==> src/rtl/core/frustum_box_classify_macros.svh <==
// Assertion macros for the frustum box classifier.
`ifndef FRUSTUM_BOX_CLASSIFY_MACROS_SVH
`define FRUSTUM_BOX_CLASSIFY_MACROS_SVH

`ifndef NO_ASSERTIONS
// Condition that must hold at every rising clock edge outside reset.
`define FBC_ASSERT(lbl, cond) \
  lbl: assert property (@(posedge clk) disable iff (!rst_n) (cond)) \
    else $error("fbc check failed");
// Antecedent this cycle implies consequent in the next cycle.
`define FBC_ASSERT_NEXT(lbl, ante, cons) \
  lbl: assert property (@(posedge clk) disable iff (!rst_n) (ante) |=> (cons)) \
    else $error("fbc check failed");
`else
`define FBC_ASSERT(lbl, cond)
`define FBC_ASSERT_NEXT(lbl, ante, cons)
`endif

`endif

==> src/rtl/core/fbc_pkg.sv <==
// Shared types and constants of the frustum box classifier.
`default_nettype none
package fbc_pkg;

  localparam int FBC_PLANE_COUNT = 6;   // planes tested by default
  localparam int FBC_REG_COUNT   = 6;   // plane registers present
  localparam int FBC_CFG_IDX_W   = 3;
  localparam int FBC_CFG_W       = 64;
  localparam int FBC_COORD_W     = 16;
  localparam int FBC_PROD_W      = 2 * FBC_COORD_W;
  // three products plus the scaled offset fit in 34 bits signed
  localparam int FBC_SUM_W       = FBC_PROD_W + 2;
  localparam int FBC_FRAC_W      = 8;
  localparam int FBC_IN_DATA_W   = 6 * FBC_COORD_W;
  localparam int FBC_OUT_DATA_W  = 8;
  localparam int FBC_VERDICT_W   = 2;

  localparam logic [FBC_VERDICT_W-1:0] VERDICT_OUTSIDE = 2'd0;
  localparam logic [FBC_VERDICT_W-1:0] VERDICT_INTER   = 2'd1;
  localparam logic [FBC_VERDICT_W-1:0] VERDICT_INSIDE  = 2'd2;

  typedef logic signed [FBC_COORD_W-1:0] coord_t;
  typedef logic signed [FBC_PROD_W-1:0]  prod_t;
  typedef logic signed [FBC_SUM_W-1:0]   sum_t;

  // box request travelling down the chain with its running flags
  typedef struct packed {
    coord_t min_x;
    coord_t min_y;
    coord_t min_z;
    coord_t max_x;
    coord_t max_y;
    coord_t max_z;
    logic   test_inner;
    logic   outside;     // some plane has the near corner above zero
    logic   all_in;      // far corner below zero on every plane so far
  } item_t;

endpackage
`default_nettype wire

==> src/rtl/core/fbc_cell.sv <==
// One plane cell: near/far corner products, then sums and flag update.
`default_nettype none
module fbc_cell (
  input  wire                          clk,
  input  wire                          rst_n,
  input  wire [fbc_pkg::FBC_CFG_W-1:0] plane,
  input  wire                          up_valid,
  output logic                         up_ready,
  input  fbc_pkg::item_t               up_item,
  output logic                         dn_valid,
  input  wire                          dn_ready,
  output fbc_pkg::item_t               dn_item
);
  import fbc_pkg::*;

  coord_t nx, ny, nz, d;
  coord_t near_cx, near_cy, near_cz, far_cx, far_cy, far_cz;
  prod_t  np_x_nxt, np_y_nxt, np_z_nxt, fp_x_nxt, fp_y_nxt, fp_z_nxt;
  prod_t  np_x_r, np_y_r, np_z_r, fp_x_r, fp_y_r, fp_z_r;
  item_t  s1_item_r, s2_item_r, s2_item_nxt;
  logic   s1_valid_r, s2_valid_r;
  logic   s1_ready, s2_ready;
  sum_t   d_term, near_sum, far_sum;

  assign nx = coord_t'(plane[15:0]);
  assign ny = coord_t'(plane[31:16]);
  assign nz = coord_t'(plane[47:32]);
  assign d  = coord_t'(plane[63:48]);

  // corner choice per axis: positive normal takes the minimum for the near corner
  always_comb begin
    near_cx = (nx > 0) ? up_item.min_x : up_item.max_x;
    near_cy = (ny > 0) ? up_item.min_y : up_item.max_y;
    near_cz = (nz > 0) ? up_item.min_z : up_item.max_z;
    far_cx  = (nx > 0) ? up_item.max_x : up_item.min_x;
    far_cy  = (ny > 0) ? up_item.max_y : up_item.min_y;
    far_cz  = (nz > 0) ? up_item.max_z : up_item.min_z;
    np_x_nxt = prod_t'(nx) * prod_t'(near_cx);
    np_y_nxt = prod_t'(ny) * prod_t'(near_cy);
    np_z_nxt = prod_t'(nz) * prod_t'(near_cz);
    fp_x_nxt = prod_t'(nx) * prod_t'(far_cx);
    fp_y_nxt = prod_t'(ny) * prod_t'(far_cy);
    fp_z_nxt = prod_t'(nz) * prod_t'(far_cz);
  end

  // handshake between the two stages
  assign s2_ready = !s2_valid_r || dn_ready;
  assign s1_ready = !s1_valid_r || s2_ready;
  assign up_ready = s1_ready;

  // offset scaled to the product format, then exact sums
  always_comb begin
    d_term   = sum_t'($signed({{(FBC_SUM_W-FBC_COORD_W-FBC_FRAC_W){d[FBC_COORD_W-1]}},
                               d, {FBC_FRAC_W{1'b0}}}));
    near_sum = d_term + sum_t'(np_x_r) + sum_t'(np_y_r) + sum_t'(np_z_r);
    far_sum  = d_term + sum_t'(fp_x_r) + sum_t'(fp_y_r) + sum_t'(fp_z_r);
    s2_item_nxt         = s1_item_r;
    s2_item_nxt.outside = s1_item_r.outside || (near_sum > 0);
    s2_item_nxt.all_in  = s1_item_r.all_in && (far_sum < 0);
  end

  // valid bits
  always_ff @(posedge clk) begin
    if (!rst_n) begin
      s1_valid_r <= 1'b0;
      s2_valid_r <= 1'b0;
    end else begin
      if (s1_ready) s1_valid_r <= up_valid;
      if (s2_ready) s2_valid_r <= s1_valid_r;
    end
  end

  // payload registers
  always_ff @(posedge clk) begin
    if (s1_ready && up_valid) begin
      s1_item_r <= up_item;
      np_x_r    <= np_x_nxt;
      np_y_r    <= np_y_nxt;
      np_z_r    <= np_z_nxt;
      fp_x_r    <= fp_x_nxt;
      fp_y_r    <= fp_y_nxt;
      fp_z_r    <= fp_z_nxt;
    end
    if (s2_ready && s1_valid_r) begin
      s2_item_r <= s2_item_nxt;
    end
  end

  assign dn_valid = s2_valid_r;
  assign dn_item  = s2_item_r;

endmodule
`default_nettype wire

==> config.mk <==
export PLATFORM = sky130hd
export DESIGN_NAME = fbc_cell
export DESIGN_NICKNAME = d
export VERILOG_FILES = /design/src/rtl/core/frustum_box_classify_macros.svh /design/src/rtl/core/fbc_pkg.sv /design/src/rtl/core/fbc_cell.sv
export SDC_FILE = /design/constraint.sdc
export NUM_CORES = 2
export LEC_CHECK = 0
export BUFFER_PORTS_ARGS = -buffer_cell sky130_fd_sc_hd__buf_4
export CORE_ASPECT_RATIO = 0.75
export CORE_MARGIN = 10
export CORE_UTILIZATION = 55
export CTS_CLUSTER_DIAMETER = 40
export CTS_CLUSTER_SIZE = 8
export DETAILED_ROUTE_END_ITERATION = 10
export PLACE_DENSITY = 0.79
export SYNTH_ARGS = -nofsm -noshare
export SYNTH_HDL_FRONTEND = slang
export SYNTH_SLANG_ARGS = --single-unit
==> constraint.sdc <==
create_clock -name clk -period 8.8 [get_ports clk]
set_clock_uncertainty 0.05 [all_clocks]
set_input_delay 0 -clock clk [delete_from_list [all_inputs] [get_ports clk]]
set_output_delay 0 -clock clk [all_outputs]
set_load 0.05 [all_outputs]
==> After elaboration in Yosys (flattened, before gate mapping) <==
Index checks and enable logic that the tools add are counted.
{ "classes": {"add_sub_neg": 6, "n_mul": 6, "n_lt_le_gt_ge": 5, "muxes": 6, "reduce_logical": 8} }
{ "op_table": {"columns": ["operator", "count"], "rows": [
  ["multiplier 16 x 16 -> 32 bit", 6],
  ["2-to-1 mux 16 bit", 6],
  ["adder 33 x 32 -> 34 bit", 2],
  ["adder 34 x 32 -> 34 bit", 2],
  ["adder 24 x 32 -> 33 bit", 2],
  ["> comparator 16 x 1 -> 1 bit, second input constant", 3],
  ["> comparator 34 x 1 -> 1 bit, second input constant", 1],
  ["less-than comparator 34 x 1 -> 1 bit, second input constant", 1],
  ["logical AND 1 bit", 3],
  ["logical OR 1 bit", 3],
  ["zero test 1 bit", 2]
]} }
{ "totals": {"register_bits": 392, "inputBits": 167, "out_inout_bits": 101} }

==> Logic depth before layout (Yosys ltp) <==
{ "logic_depth": {"ltp_word": 5, "ltp_mapped": 29} }

==> Worst setup path after synthesis <==
No wires, ideal clock.
{ "synth_timing": {"path_kind": "reg2reg", "start": "register s2_valid_r (netlist: dn_valid)", "end": "register fp_x_r[0], enable pin", "t_arrival_ps": 7731, "slack_ps": 331, "path_stages_with_launch": 4, "path_buffers": 0, "period_less_slack_ps": 8469, "cell_sequence": "dfxtp_1 nor2b_1 nand2_1 and2_1"} }
{ "synth_between": {"elab_chain_len": 4} }
{ "synth_rtl": {"columns": ["item", "line_no", "source"], "rows": [
  ["from (decl)", "fbc_cell.sv:21", "logic s1_valid_r, s2_valid_r;"],
  ["from (signal assigned)", "fbc_cell.sv:69", "if (s2_ready) s2_valid_r <= s1_valid_r;"],
  ["zero test 1 bit", "fbc_cell.sv:47", "assign s2_ready = !s2_valid_r || dn_ready;"],
  ["logical OR 1 bit", "fbc_cell.sv:47", null],
  ["logical OR 1 bit", "fbc_cell.sv:48", "assign s1_ready = !s1_valid_r || s2_ready;"],
  ["named net up_ready", "fbc_cell.sv:8", "output logic up_ready,"],
  ["logical AND 1 bit", "fbc_cell.sv:75", "if (s1_ready && up_valid) begin"],
  ["to (signal assigned)", "fbc_cell.sv:80", "fp_x_r <= fp_x_nxt;"],
  ["to (decl)", "fbc_cell.sv:19", "prod_t np_x_r, np_y_r, np_z_r, fp_x_r, fp_y_r, fp_z_r;"]
]} }
The timed path passes the listed nets, and every way through them passes these cells.
A chain may end at the register's enable or synchronous reset.

==> Worst setup path after layout <==
{ "layout_timing": {"start": "input port plane[0] in the netlist's numbering", "end": "register np_x_r[31] (data pin)"} }
{ "layout_between": {"elab_chain_len": 3} }
{ "layout_rtl": {"columns": ["item", "line_no", "source"], "rows": [
  ["from (decl)", "fbc_cell.sv:6", "input wire [fbc_pkg::FBC_CFG_W-1:0] plane,"],
  ["> comparator 16 x 1 -> 1 bit", "fbc_cell.sv:32", "near_cx = (nx > 0) ? up_item.min_x : up_item.max_x;"],
  ["2-to-1 mux 16 bit", "fbc_cell.sv:32", null],
  ["multiplier 16 x 16 -> 32 bit (*)", "fbc_cell.sv:38", "np_x_nxt = prod_t'(nx) * prod_t'(near_cx);"],
  ["named net np_x_nxt[31]", "fbc_cell.sv:18", "prod_t np_x_nxt, np_y_nxt, np_z_nxt, fp_x_nxt, fp_y_nxt, fp_z_nxt;"],
  ["to (signal assigned)", "fbc_cell.sv:77", "np_x_r <= np_x_nxt;"],
  ["to (decl)", "fbc_cell.sv:19", null]
]} }
The timed path passes the listed nets; every way through them passes the cells marked *.

==> flow_summary.json <==
{
  "outcome": "complete, no violations",
  "rows": 118,
  "root_buffer": "clkbuf_16",
  "clk_pin_slew_ns": 0.05,
  "cp_max_fo": 33,
  "place.gp.congestion": 0.927,
  "hold_violations": 0,
  "dp.final_hpwl_um": 163000,
  "drc": 0,
  "synth_most_common_cell": "inv_1",
  "wl_per_cell_um": 21.5,
  "drive_above_1_share_pct": 7.49,
  "cts_buffer_depth": 3,
  "clkLatencyLatePin_ns": 0.69,
  "avgSynthCellArea_um2": 10.2,
  "firstDrtPassIters": 6,
  "drv_slew": 0,
  "die_area_um2": 155000,
  "pre_cts_ws_ns": -0.103,
  "drtIter0Drc": 4661,
  "crit_type": "in -> reg",
  "finalNonFillerCells": 9723,
  "ant_nets": 0,
  "fin_ws_ns": 0.297,
  "ys_top_cells_by_count": "inv_1, fa_1, nand2_1",
  "async_flop_share_pct": 0,
  "required_ns": 9.17,
  "cts_tree": "done",
  "drt_wl_total_um": 209000,
  "hp-class": "in -> reg",
  "dieWidth_um": 452,
  "grt_overflow": 0,
  "antenna_found_initial": 20,
  "end_kind": "flip-flop",
  "netlist_area_um2": 76800,
  "tightest_slew_ns": 1.14,
  "cp_data_arrival_time_ns": 8.87,
  "netlist.area_leader.share_pct": 44.0,
  "grt_usage_pct": 27.6,
  "initial_core_util_pct": 55.5,
  "drv_cap": 0,
  "relSlewSlack_pct": 22.3,
  "nNetsFinal": 10200,
  "dieHeight_um": 344,
  "portBuffers": 267,
  "ys_seq_area_share_pct": 15.3,
  "htreeDepth": 3,
  "synthToLayoutAreaGrowth_pct": 9.99,
  "ys_types": 78,
  "finalCriticalPeriod_ns": 8.50,
  "yosysTopAreaCell": "fa_1",
  "dp.cells": 9472,
  "min_period_over_period_pct": 96.6,
  "drt-vias-per-instance": 5.57,
  "synthCells": 7512,
  "synth_flop_cell": "edfxtp_1",
  "synth_area_leaders": "fa_1, edfxtp_1, ha_1",
  "tns_ns": 0,
  "core_um2": 138000,
  "yosys_register_bits": 392,
  "grt_max_degree": 70,
  "clock-sinks": 392,
  "grt_pass1_wl_um": 334000,
  "io_pins": 268,
  "synth-edff-count": 390,
  "utilization_pct": 61.1,
  "grt_pass1_vias": 59300,
  "syn_nets": 9932,
  "cts_made_buffers": 75,
  "start_kind": "input pin",
  "setup-violations-final": 0,
  "max_freq_ghz": 0.118,
  "yosysWarnings": 0,
  "vias": 54200
}
## worst paths after layout
check                      from             to  slack, ns  depth (start not counted)
hold reg to reg   s1_item_r[15]    dn_item[15]       0.35                          0
setup / recovery       plane[0]     np_x_r[31]       0.30                         28
hold / removal      up_item[42]  s1_item_r[42]       0.03                          2
setup reg to reg     np_y_r[31]     dn_item[1]       3.88                         13
## worst max-delay path, cell delays in order
cell,delay (ns)
dlygate4sd3_1,0.54
buf_4,0.27
nor4_2,0.49
a41oi_4,0.19
buf_4,0.29
mux2_2,0.47
nand2_1,0.13
fa_1,0.54
fa_1,0.53
fa_1,0.53
inv_1,0.06
fa_1,0.49
fa_1,0.49
inv_1,0.05
fa_1,0.49
inv_1,0.05
ha_1,0.36
a21o_1,0.19
a21oi_1,0.14
o21bai_1,0.09
a22oi_1,0.38
a311oi_2,0.25
buf_4,0.20
o211ai_1,0.33
o211ai_1,0.23
a31oi_1,0.39
mux2i_1,0.17
a2111oi_2,0.54
## sequential cells by signal, indices dropped and copies added, names as in the netlist
signal	flops
dn_item	99
s1_item_r	99
fp_x_r	32
fp_y_r	32
fp_z_r	32
np_x_r	32
np_y_r	32
np_z_r	32
dn_valid	1
s1_valid_r	1
## routing by layer
metal | track usage, % | routed length, um
met5 | 0 | 69
met4 | 9.06 | 7340
met3 | 8.11 | 24500
met2 | 41.8 | 92900
met1 | 38.2 | 83800
## kinds of logic (layout without fill, tap and decap cells)
group | Yosys count | in the layout | synth area share (%)
buffers and inverters | 2088 | 2430 | 10.2
flip-flops | 392 | 392 | 15.3
multiplexers | 108 | 108 | 1.51
other | 0 | 9 | 0
AND/OR/NAND/NOR | 1933 | 1933 | 12.8
AO/OA/AOI/OAI | 508 | 508 | 4.36
XOR/XNOR | 230 | 230 | 2.62
adder cells (fa/ha/maj) | 2253 | 2253 | 53.2
## layout by cell type, fill, tap and decap left out, drive strengths merged, types with 8 or more instances in the layout
cell type / count
o211ai: 13
o21ai: 83
and2: 335
inv: 1833
mux2: 64
a21oi: 159
or2: 33
nand2: 706
mux2i: 44
buf: 357
nor3: 32
o21a: 21
nor2: 177
dlygate4sd3: 123
fa: 1687
a31oi: 13
xnor2: 184
nand2b: 64
a41oi: 9
or3: 12
clkinv: 23
ha: 566
o2111ai: 8
nor2b: 460
xor2: 46
clkbuf: 84
nand3: 38
nor4: 19
edfxtp: 390
nand4: 15
o21bai: 34
a211oi: 19
and3: 17
a21o: 83
diode: 9
## per-stage QoR
step                hold WS [ns]  cell area (um^2)
finish                    0.0257             84500
global route              0.0184             84500
floorplan                 0.0489             76800
detailed placement         0.129             80900
CTS                      0.00331             84400
global placement           0.130             80900
## what timing repair did
action / CTS / global route
setup buffers: 0 / 0
hold endpoints to repair: 129 / 0
setup endpoints to repair: 0 / 1
resized for setup: 0 / 3
hold buffers: 123 / 0
## layout make-up
| class | instances | area [um^2] |
|---|---|---|
| fill | 10700 | 53900 |
| antenna | 9 | 22.5 |
| clock inverter | 35 | 333 |
| tap | 1860 | 2330 |
| sequential | 392 | 11800 |
| clock buffer | 84 | 1960 |
| multi-input combinational | 5032 | 57300 |
| timing repair buffer | 480 | 3910 |
| inverter | 1831 | 6870 |
Power is left out: the tool's default activity adds up to more than one toggle a clock period on the data nets, which glitch-free logic cannot reach.
